<file path="config.mk">
export PLATFORM = sky130hd
export DESIGN_NAME = plcm_point_mem
export DESIGN_NICKNAME = d
export VERILOG_FILES = /design/src/piecewise_linear_colormap_lookup_defines.svh /design/src/plcm_pkg.sv /design/src/plcm_point_mem.sv
export SDC_FILE = /design/constraint.sdc
export NUM_CORES = 1
export LEC_CHECK = 0
export BUFFER_PORTS_ARGS = -buffer_cell sky130_fd_sc_hd__buf_2
export CAP_MARGIN = 40
export CORE_MARGIN = 2
export CORE_UTILIZATION = 50
export CTS_CLUSTER_SIZE = 8
export DETAILED_ROUTE_END_ITERATION = 12
export PLACE_DENSITY = 0.66
export SETUP_SLACK_MARGIN = 0.4
export SLEW_MARGIN = 25
export SYNTH_ARGS = -nofsm -noshare
export SYNTH_HDL_FRONTEND = slang
export SYNTH_SLANG_ARGS = --single-unit
export TNS_END_PERCENT = 100
</file>
<file path="constraint.sdc">
create_clock -name aclk -period 9.3 [get_ports aclk]
set_input_delay 0.465 -clock aclk [delete_from_list [all_inputs] [get_ports aclk]]
set_output_delay 0.465 -clock aclk [all_outputs]
set_load 0.03 [all_outputs]
</file>
<file path="src/piecewise_linear_colormap_lookup_defines.svh">
// ----------------------------------------------------------------------------
// piecewise linear colormap lookup: assertion macros
// shared property forms used by the modules of the lookup block
// ----------------------------------------------------------------------------
`ifndef PIECEWISE_LINEAR_COLORMAP_LOOKUP_DEFINES_SVH
`define PIECEWISE_LINEAR_COLORMAP_LOOKUP_DEFINES_SVH

// same-cycle implication
`define PLCM_ASSERT_IMP(lbl, clk, rstn, ante, cons) \
    lbl: assert property (@(posedge clk) disable iff (!(rstn)) (ante) |-> (cons)) \
        else $error("%m: property failed");

// next-cycle implication
`define PLCM_ASSERT_NXT(lbl, clk, rstn, ante, cons) \
    lbl: assert property (@(posedge clk) disable iff (!(rstn)) (ante) |=> (cons)) \
        else $error("%m: property failed");

`endif

</file>
<file path="src/plcm_pkg.sv">
// ----------------------------------------------------------------------------
// plcm_pkg
// types, codes and constants of the piecewise linear colormap lookup
// ----------------------------------------------------------------------------
package plcm_pkg;

    localparam int MAX_POINTS_DEF = 16;
    localparam int TABLE_ENTRIES  = 256;

    localparam int POS_W  = 24;
    localparam int CH_W   = 16;
    localparam int NUM_CH = 3;
    localparam int DVD_W  = POS_W + CH_W;

    localparam logic ACT_LOAD  = 1'b0;
    localparam logic ACT_QUERY = 1'b1;

    localparam logic CFG_POINT_COUNT  = 1'b0;
    localparam logic CFG_OPACITY_MODE = 1'b1;

    localparam logic [1:0] ST_OK          = 2'd0;
    localparam logic [1:0] ST_NONMONO     = 2'd1;
    localparam logic [1:0] ST_MAX_LT_MIN  = 2'd2;
    localparam logic [1:0] ST_OPA_MAX_MIN = 2'd3;

    typedef struct packed {
        logic              action;
        logic [3:0]        point_index;
        logic signed [23:0] position;
        logic [15:0]       red_in;
        logic [15:0]       green_in;
        logic [15:0]       blue_in;
        logic [7:0]        query_index;
    } plcm_in_t;

    typedef struct packed {
        logic [15:0] red_out;
        logic [15:0] green_out;
        logic [15:0] blue_out;
        logic [1:0]  status;
    } plcm_out_t;

    typedef struct packed {
        logic signed [POS_W-1:0]     position;
        logic [NUM_CH-1:0][CH_W-1:0] colour;
    } plcm_point_t;

    typedef struct packed {
        logic             start;
        logic [DVD_W-1:0] dividend;
        logic [POS_W-1:0] divisor;
    } plcm_div_req_t;

    typedef struct packed {
        logic            busy;
        logic [CH_W-1:0] quotient;
    } plcm_div_rsp_t;

endpackage

</file>
<file path="src/plcm_point_mem.sv">
// ----------------------------------------------------------------------------
// plcm_point_mem
// control point storage, one write and one registered read port
// ----------------------------------------------------------------------------
module plcm_point_mem #(
    parameter int MAX_POINTS = plcm_pkg::MAX_POINTS_DEF,
    parameter int PIDX_W     = $clog2(MAX_POINTS)
) (
    input  logic                aclk,
    input  logic                wr_en,
    input  logic [PIDX_W-1:0]   wr_addr,
    input  plcm_pkg::plcm_point_t wr_point,
    input  logic [PIDX_W-1:0]   rd_addr,
    output plcm_pkg::plcm_point_t rd_point
);

    plcm_pkg::plcm_point_t point_mem [MAX_POINTS];

    always_ff @(posedge aclk) begin
        if (wr_en) begin
            point_mem[wr_addr] <= wr_point;
        end
        rd_point <= point_mem[rd_addr];
    end

endmodule

</file>
==> metrics.md <==
| Metric | Value |
|---|---|
| Largest net degree at the start of global routing | 146 |
| CP Capture Type | flip-flop |
| # port buffers | 153 |
| Min Hold Slack | 0.09293 ns |
| Vias post-DR | 20390 |
| Post-Synth Adder-Cell Area | 0% |
| Tmin final | 2.821 ns |
| Synthesized area | 0.04455 sq mm |
| Startpoint types | primary input |
| CTS tree | done |
| Largest family of logic cells by synthesized area | multiplexers |
| Pre-CTS WS | 5.643 ns |
| Compound-cell area share of the yosys netlist | 2.427% |
| Crit path DAT | 3.43 ns |
| DR WL/cell | 28.32 um |
| Worst-path cell chain | buf_8 -> buf_4 -> buf_4 -> buf_16 -> mux4_2 -> a22oi_1 -> nand2_1 |
| Final worst slack | 6.479 ns |
| Distinct cell type count after synthesis | 18 |
| Final Hold Viols | 0 |
| Worst skew pair latency | 0.74 ns |
| Commonest non-fill, non-tap cells in the layout | 1152 x edfxtp_1, 288 x mux4_2, 176 x clkbuf_16 |
| Hold/Removal Path Class | primary input to flip-flop |
| Clk sink count | 1224 |
| TritonCTS Buffers | 170 |
| Die width | 302.5 um |
| Final setup fails | 0 |
| Iteration-0 DRC count of the detailed router | 2018 |
| Placed cell area | 0.04717 sq mm |
| Finished Cell Area | 0.05213 sq mm |
| Post-Synth Simple-Gate Area | 0.9043% |
| First-pass GRT wire length | 142.1 mm |
| Static Leakage | 16.89 nW |
| Yosys warns | 0 |
| Grt ovf | 0 |
| Max Clock Freq | 354.5 MHz |
| Setup TNS | 0 ns |
| Root buf cell | clkbuf_16 |
| Detailed-placement wirelength estimate | 49.79 mm |
| Total power | 12.46 mW |
| CTS H-tree lvls | 4 |
| Die height | 302.5 um |
| Critical setup path kind | primary input to flip-flop |
| Mapped Cells | 1850 |
| Top Ports | 154 |
| Crit-path max FO | 74 |
| Syn Nets | 1932 |
| Hold buffers post-CTS | 0 |
| Initial antenna violation count | 15 |
| Fill cells | 6226 |
| Met2 Use GR | 35.19% |
| Final ANT Viol Nets | 0 |
| Tightest Pin Transition | 1.084 ns |
| Final period utilization | 30.34% |
| Overall Global Routing Usage | 21.73% |
| Synthesized area per cell | 24.08 sq um |
| Placeable core region | 0.08837 sq mm |
| Resized Gates After CTS | 0 |
| Total Wirelength | 97.35 mm |
| Final GP Congestion | 0.7182 |
| Slowest-stage cell, CP | buf_4 |
| Max-cap violation count | 0 |
| Final #Nets | 2223 |
| # rows | 109 |
| Headroom to the max-slew limit | 27.76% |
| Layout area overhead | 17.01% |
| Die footprint | 0.09150 sq mm |
| Status | complete, no violations |
| Multiplexer share of the synthesized area | 14.56% |
| Initial Utilization | 50.41% |
| Layout cells sized above 1 | 31.13% |
| Maximum buffer depth of the clock tree | 3 |
| Synthesized flop and latch total | 1224 |
| Worst-path clk slew | 0.05 ns |
| Via-per-instance ratio | 5.932 |
| Clock skew | 0.01701 ns |
| Max VDD drop | 0.1794 mV |
| M3 GR Usage | 4.712% |
| Commonest non-fill, non-tap cell in the layout | edfxtp_1 |
| CP most frequent cell | buf_4 |
| Crit path largest cell delay | 0.65 ns |
| DRC | 0 |
| Xor and xnor fraction of the mapped netlist area | 0% |
| Worst EP required | 9.91 ns |
| RSZ-0062 raised after global routing | false |
| Cell area power density | 239.0 mW/mm^2 |
| Global route hottest layer | met2 |
| Slew Limit Fails | 0 |
| Register area share after synthesis | 80.89% |
| Vias in the first global route | 21680 |
| Pre-Repair DR Iteration Count | 5 |
| Met1 Usage GRT | 29.83% |
| Setup Buffers After CTS | 0 |
layout make-up:
class | count | area, sq um | area share [%]
well taps | 1165 | 1458 | 2.796
multi-input cells | 531 | 8105 | 15.55
clock inverters | 7 | 83.83 | 0.1608
diodes | 4 | 10.01 | 0.01920
clock buffers | 292 | 4840 | 9.284
flip-flops and latches | 1224 | 36030 | 69.13
repair buffers | 214 | 1597 | 3.063
cells in the mapped netlist, drive strengths merged:
cell | n | area, sq um
nand3b | 2 | 15.01
nor3 | 4 | 20.02
nand3 | 1 | 5.000
or3b | 1 | 8.760
mux4 | 288 | 6486
buf | 45 | 357.9
nor2 | 13 | 48.80
nand2b | 2 | 12.51
a22oi | 144 | 1081
nand2 | 73 | 274.0
clkbuf | 50 | 187.7
nor2b | 2 | 12.51
edfxtp | 1152 | 34590
dfxtp | 72 | 1441
and2 | 1 | 6.260
flip-flops by register name, indices dropped and copies added (netlist names):
register	cells
rd_point	72
point_mem	1152
through the flow:
stage / instances / utilization [%]
5_1_grt: 3436 / 58.98
3_3_place_gp: 3115 / 52.87
2_1_floorplan: 1850 / -
6_report: 3437 / 58.98
4_1_cts: 3432 / 58.95
3_5_place_dp: 3133 / 53.38
cell families (layout without fill, tap and decap cells):
group                  after synthesis  count (layout)
DFF                               1224            1224
muxes                              288             288
AOI/OAI and AO/OA                  144             144
and+or+nand+nor                     99              99
buffers and inverters               95             513
other                                0               4
worst max-delay path, delay by kind of cell:
family                 cells  cell delay (ns)
buffers and inverters      4             1.96
multiplexers               1             0.54
AO/OA/AOI/OAI              1             0.20
AND/OR/NAND/NOR            1             0.13
per-layer routing:
layer  vias to the layer above  share of wire (%)
li1                       8541                  -
met1                     10930                 41
met2                       736                 50
met3                       162                6.6
met4                        16                2.1
met5                         -               0.11
where the power goes:
group          switching, mW  internal (mW)
Combinational          0.372          0.222
Sequential            0.0447           6.18
Clock                   2.15           3.49
path summary, 6_finish.rpt:
kind | startpoint | endpoint | slack, ns | depth (start not counted)
max | rd_addr[0] | rd_point[35] | 6.48 | 7
min | wr_point[31] | point_mem[5][31] | 0.09 | 1
max reg2reg | point_mem[0][70] | rd_point[70] | 7.95 | 3
min reg2reg | point_mem[12][16] | rd_point[16] | 0.66 | 3
Note: power is estimated with default switching activity, not from simulation.
