--- src/piecewise_linear_colormap_lookup_defines.svh ---
// ----------------------------------------------------------------------------
// piecewise linear colormap lookup: assertion macros
// shared property forms used by the modules of the lookup block
// ----------------------------------------------------------------------------
`ifndef PIECEWISE_LINEAR_COLORMAP_LOOKUP_DEFINES_SVH
`define PIECEWISE_LINEAR_COLORMAP_LOOKUP_DEFINES_SVH

// same-cycle implication
`define PLCM_ASSERT_IMP(lbl, clk, rstn, ante, cons) \
    lbl: assert property (@(posedge clk) disable iff (!(rstn)) (ante) |-> (cons)) \
        else $error("%m: property failed");

// next-cycle implication
`define PLCM_ASSERT_NXT(lbl, clk, rstn, ante, cons) \
    lbl: assert property (@(posedge clk) disable iff (!(rstn)) (ante) |=> (cons)) \
        else $error("%m: property failed");

`endif

--- src/plcm_pkg.sv ---
// ----------------------------------------------------------------------------
// plcm_pkg
// types, codes and constants of the piecewise linear colormap lookup
// ----------------------------------------------------------------------------
package plcm_pkg;

    localparam int MAX_POINTS_DEF = 16;
    localparam int TABLE_ENTRIES  = 256;

    localparam int POS_W  = 24;
    localparam int CH_W   = 16;
    localparam int NUM_CH = 3;
    localparam int DVD_W  = POS_W + CH_W;

    localparam logic ACT_LOAD  = 1'b0;
    localparam logic ACT_QUERY = 1'b1;

    localparam logic CFG_POINT_COUNT  = 1'b0;
    localparam logic CFG_OPACITY_MODE = 1'b1;

    localparam logic [1:0] ST_OK          = 2'd0;
    localparam logic [1:0] ST_NONMONO     = 2'd1;
    localparam logic [1:0] ST_MAX_LT_MIN  = 2'd2;
    localparam logic [1:0] ST_OPA_MAX_MIN = 2'd3;

    typedef struct packed {
        logic              action;
        logic [3:0]        point_index;
        logic signed [23:0] position;
        logic [15:0]       red_in;
        logic [15:0]       green_in;
        logic [15:0]       blue_in;
        logic [7:0]        query_index;
    } plcm_in_t;

    typedef struct packed {
        logic [15:0] red_out;
        logic [15:0] green_out;
        logic [15:0] blue_out;
        logic [1:0]  status;
    } plcm_out_t;

    typedef struct packed {
        logic signed [POS_W-1:0]     position;
        logic [NUM_CH-1:0][CH_W-1:0] colour;
    } plcm_point_t;

    typedef struct packed {
        logic             start;
        logic [DVD_W-1:0] dividend;
        logic [POS_W-1:0] divisor;
    } plcm_div_req_t;

    typedef struct packed {
        logic            busy;
        logic [CH_W-1:0] quotient;
    } plcm_div_rsp_t;

endpackage

--- src/plcm_divider.sv ---
// ----------------------------------------------------------------------------
// plcm_divider
// restoring divider, one quotient bit per cycle, quotient known to fit
// ----------------------------------------------------------------------------
`include "piecewise_linear_colormap_lookup_defines.svh"

module plcm_divider (
    input  logic                    aclk,
    input  logic                    aresetn,
    input  plcm_pkg::plcm_div_req_t req,
    output plcm_pkg::plcm_div_rsp_t rsp
);

    localparam int QW    = plcm_pkg::CH_W;
    localparam int DW    = plcm_pkg::POS_W;
    localparam int CNT_W = $clog2(QW + 1);

    logic             busy_reg;
    logic [CNT_W-1:0] cnt_reg;
    logic [DW-1:0]    rem_reg;
    logic [QW-1:0]    quo_reg;
    logic [DW-1:0]    div_reg;
    logic [DW+1:0]    trial;

    assign trial = {1'b0, rem_reg, quo_reg[QW-1]} - {2'b00, div_reg};

    always_ff @(posedge aclk) begin
        if (!aresetn) begin
            busy_reg <= 1'b0;
            cnt_reg  <= '0;
        end else if (req.start) begin
            busy_reg <= 1'b1;
            cnt_reg  <= CNT_W'(QW);
            rem_reg  <= req.dividend[plcm_pkg::DVD_W-1:QW];
            quo_reg  <= req.dividend[QW-1:0];
            div_reg  <= req.divisor;
        end else if (busy_reg) begin
            if (!trial[DW+1]) begin
                rem_reg <= trial[DW-1:0];
            end else begin
                rem_reg <= {rem_reg[DW-2:0], quo_reg[QW-1]};
            end
            quo_reg <= {quo_reg[QW-2:0], ~trial[DW+1]};
            cnt_reg <= cnt_reg - CNT_W'(1);
            if (cnt_reg == CNT_W'(1)) begin
                busy_reg <= 1'b0;
            end
        end
    end

    assign rsp.busy     = busy_reg;
    assign rsp.quotient = quo_reg;

    `PLCM_ASSERT_IMP(a_no_start_busy, aclk, aresetn, req.start, !busy_reg)
    `PLCM_ASSERT_NXT(a_start_busy, aclk, aresetn, req.start, busy_reg)
    `PLCM_ASSERT_IMP(a_rem_below_div, aclk, aresetn, $fell(busy_reg), rem_reg < div_reg)

endmodule
--- config.mk ---
export PLATFORM = sky130hd
export DESIGN_NAME = plcm_divider
export DESIGN_NICKNAME = d
export VERILOG_FILES = /design/src/plcm_pkg.sv /design/src/plcm_divider.sv
export VERILOG_INCLUDE_DIRS = /design/src /design/src/src
export SDC_FILE = /design/constraint.sdc
export NUM_CORES = 1
export LEC_CHECK = 0
export ABC_AREA = 1
export BUFFER_PORTS_ARGS = -buffer_cell sky130_fd_sc_hd__buf_2
export CORE_ASPECT_RATIO = 0.9
export CORE_MARGIN = 5
export CORE_UTILIZATION = 55
export DETAILED_ROUTE_END_ITERATION = 12
export GPL_TIMING_DRIVEN = 0
export PLACE_DENSITY = 0.86
export SETUP_SLACK_MARGIN = 0.05
export SLEW_MARGIN = 10
export SYNTH_ARGS = -nofsm -noshare
export SYNTH_HDL_FRONTEND = slang
export SYNTH_SLANG_ARGS = --single-unit
--- constraint.sdc ---
create_clock -name aclk -period 2.65 [get_ports aclk]
set_input_delay 0.265 -clock aclk [delete_from_list [all_inputs] [get_ports aclk]]
set_output_delay 0.265 -clock aclk [all_outputs]
set_load 0.01 [all_outputs]
==> results.md <==
* Vias at 4624
* Cell Area, Synth at 4980 um^2
* Htree depth at 3
* Die area at 11100 um^2
* Wire per inst at 13.9 um
* Worst rel slew slack at 28.5%
* Ant. Diodes at 0
* Global-route wire length before repair at 20800 um
* Largest net degree at the start of global routing at 30
* TritonRoute pass-1 iters at 5
* DRT antenna net count at 0
* Total wire length at 12700 um
* Cells along the critical path: ha_1 > nand2_2 > nor2_4 > nand3_1 > nand3b_4 > nand2_2 > nand2_4 > buf_6 > nand3_1 > nand2_1 > nand2_1
* Startpoint Class: flip-flop
* Skew final at 0.0113 ns
* RSZ-0062 raised after global routing: no
* DR vias/cell at 5.06
* Top cells by area, synth: edfxtp_1, nand2_1, inv_1, ha_1, nand3_1
* Synth top area share at 38.6%
* Non-filler cells in the finished layout at 914
* Crit-path max FO at 10
* Clk buf depth at 2
* Type of the worst setup path: flip-flop to flip-flop
* Worst vdd ir at 396 uV
* Slew Viols, Final at 0
* Mapped Nets at 787
* Core Rows at 33
* Data required, critical path at 2.77 ns
* Post-synth EDFFs at 64
* Max-capacitance violation count at 0
* Die Ht at 100 um
* Final Worst Setup Slack at 0.319 ns
* Synth-to-Final Area Change at 16.1%
* PortBufs at 82
* Fill cells at 808
* Fin Setup TNS at 0 ns
* Ys flop type: edfxtp_1
* Initial Util at 55.6%
* Sequential element share of the synthesized area at 41.0%
* P_sw at 1.28 mW
* Initial antenna violation count at 0
* Sink Count at 70
* Drc violations at 0
* Synth area leader: edfxtp_1
* Syn Inst Count at 693
* Gr ovfl total at 0
* Synth cell types at 36
* Slowest cell on crit path: edfxtp_1
* #FFs+latches synth at 70
* CTS tree: built
* Post-CTS setup buffers at 0
* Setup WS pre-CTS at 0.357 ns
* Sw Ratio at 35.9%
* Syn. warnings at 0
* Fmax at 0.429 GHz
* Multi-input logic area at 2410 um^2
* Worst Setup End Kind: flip-flop
* Worst slew pin tran at 1.07 ns
* Drt initial violations at 274
* Max incr delay on CP at 0.46 ns
* Outcome: finished clean
* Final nets at 881
* Vias in the first global route at 4508
* Num ports at 84
* Period minus WS final at 2.33 ns
* Hold buffers post-CTS at 0
* Arr. time, crit path at 2.46 ns
* Chip width at 110 um
* Hold Violations, Final at 0
* # resized after CTS at 0
* Cells after DPL at 898
* CORE AREA at 8960 um^2
* Ys async rst share at 0%
* Power per cell area at 619 nW/um^2
* Final worst path period share at 87.9%
* Routability congestion estimate at 0.998
* Clock power share at 26.8%
* Comb power frac at 34.1%
* Skew-Pair Late Insertion Delay at 0.36 ns
* Clk pin slew, worst setup/hold paths at 0.09 ns
* Register area at 2040 um^2
* Ratio of cells with drive above 1 in the final layout at 15.3%
* Num CTS Buffers at 9
* Gr usage total at 24.2%
* Reg power frac at 39.1%
* Average cell area after synthesis at 7.19 um^2
* Lkg Pwr at 3.10 nW
* Hpwl dp at 9880 um
* Pint at 2.30 mW
* # setup viols final at 0
* Hold Crit Class: primary input to flip-flop
* Root buf cell: clkbuf_8
## worst max-delay path, delay by kind of cell (launching register included)
| kind | cells | cell delay [ns] |
|---|---|---|
| DFF | 1 | 0.46 |
| and+or+nand+nor | 9 | 1.03 |
| buffers and inverters | 1 | 0.17 |
| adders and majority gates | 1 | 0.43 |
## Yosys cell counts (3+ instances only)
cell	count
a21oi_1	12
buf_2	4
clkbuf_1	8
dfxtp_1	6
edfxtp_1	64
ha_1	26
inv_1	117
nand2_1	306
nand2_2	3
nand3_1	45
nand3b_1	25
nand4_1	5
nor2_1	33
xnor2_1	7
## layer usage
metal / global-route usage [%] / vias to the layer above / share of wire [%]
met5: 0 / - / 0
met4: 6.06 / 0 / 1.1
li1: - / 2349 / -
met3: 5.47 / 13 / 8.6
met2: 41.0 / 171 / 47
met1: 31.4 / 2091 / 43
## cell families (layout without fill, tap and decap cells)
kind of cell / after synthesis / count (layout) / share of synthesized area [%]
and+or+nand+nor: 434 / 434 / 37.6
buffers and inverters: 135 / 234 / 10.7
DFF: 70 / 70 / 41.0
adders and majority gates: 27 / 27 / 6.93
AOI/OAI and AO/OA: 19 / 19 / 2.31
xor gates and xnor gates: 8 / 8 / 1.41
## cell type report
type                       instances  share of cell area (%)
multi-input combinational        488                    41.6
sequential                        70                    35.3
inverter                         119                    7.73
timing repair buffer              83                    7.44
tap                              122                    2.64
clock buffer                      11                    2.62
buffer                            16                    1.51
clock inverter                     5                    1.13
## worst paths after layout
| kind | startpoint | to | slack, ns | depth (start not counted) |
|---|---|---|---|---|
| setup / recovery | rem_reg[7]$_DFFE_PP_ | rem_reg[17]$_DFFE_PP_ | 0.32 | 11 |
| hold / removal | req[10] | div_reg[10]$_DFFE_PP_ | 0.07 | 1 |
| setup reg to reg | rem_reg[7]$_DFFE_PP_ | rem_reg[17]$_DFFE_PP_ | 0.32 | 11 |
| hold reg to reg | cnt_reg[4]$_SDFFE_PN0N_ | cnt_reg[4]$_SDFFE_PN0N_ | 0.51 | 2 |
## layout by cell type, fill, tap and decap left out, types with 4 or more instances in the layout
cell type / Yosys / layout
clkbuf_1: 8 / 8
ha_1: 26 / 26
nand2_2: 3 / 4
nor2_1: 33 / 33
nand3b_1: 25 / 25
nand4_1: 5 / 5
buf_2: 4 / 86
a21oi_1: 12 / 12
dfxtp_1: 6 / 6
nand3_1: 45 / 45
edfxtp_1: 64 / 64
inv_1: 117 / 117
clkbuf_8: 0 / 11
nand2_1: 306 / 305
xnor2_1: 7 / 7
## through the flow
step	util [%]	hold WS, ns	power [mW]	area, um^2
2_1_floorplan	-	0.364	2.29	4980
3_3_place_gp	61.9	0.441	2.58	5540
3_5_place_dp	62.1	0.443	2.62	5570
4_1_cts	64.5	0.0663	3.57	5780
5_1_grt	64.5	0.0590	3.81	5780
6_report	64.5	0.0741	3.58	5780
## power by group through the flow
stage	logic [mW]	clock network (mW)	registers (mW)
floorplan	0.872	0	1.42
global placement	1.16	0	1.42
detailed placement	1.20	0	1.42
CTS	1.21	0.965	1.40
global route	1.38	1.02	1.41
finish	1.22	0.960	1.40
(Power assumes the default switching activity.)
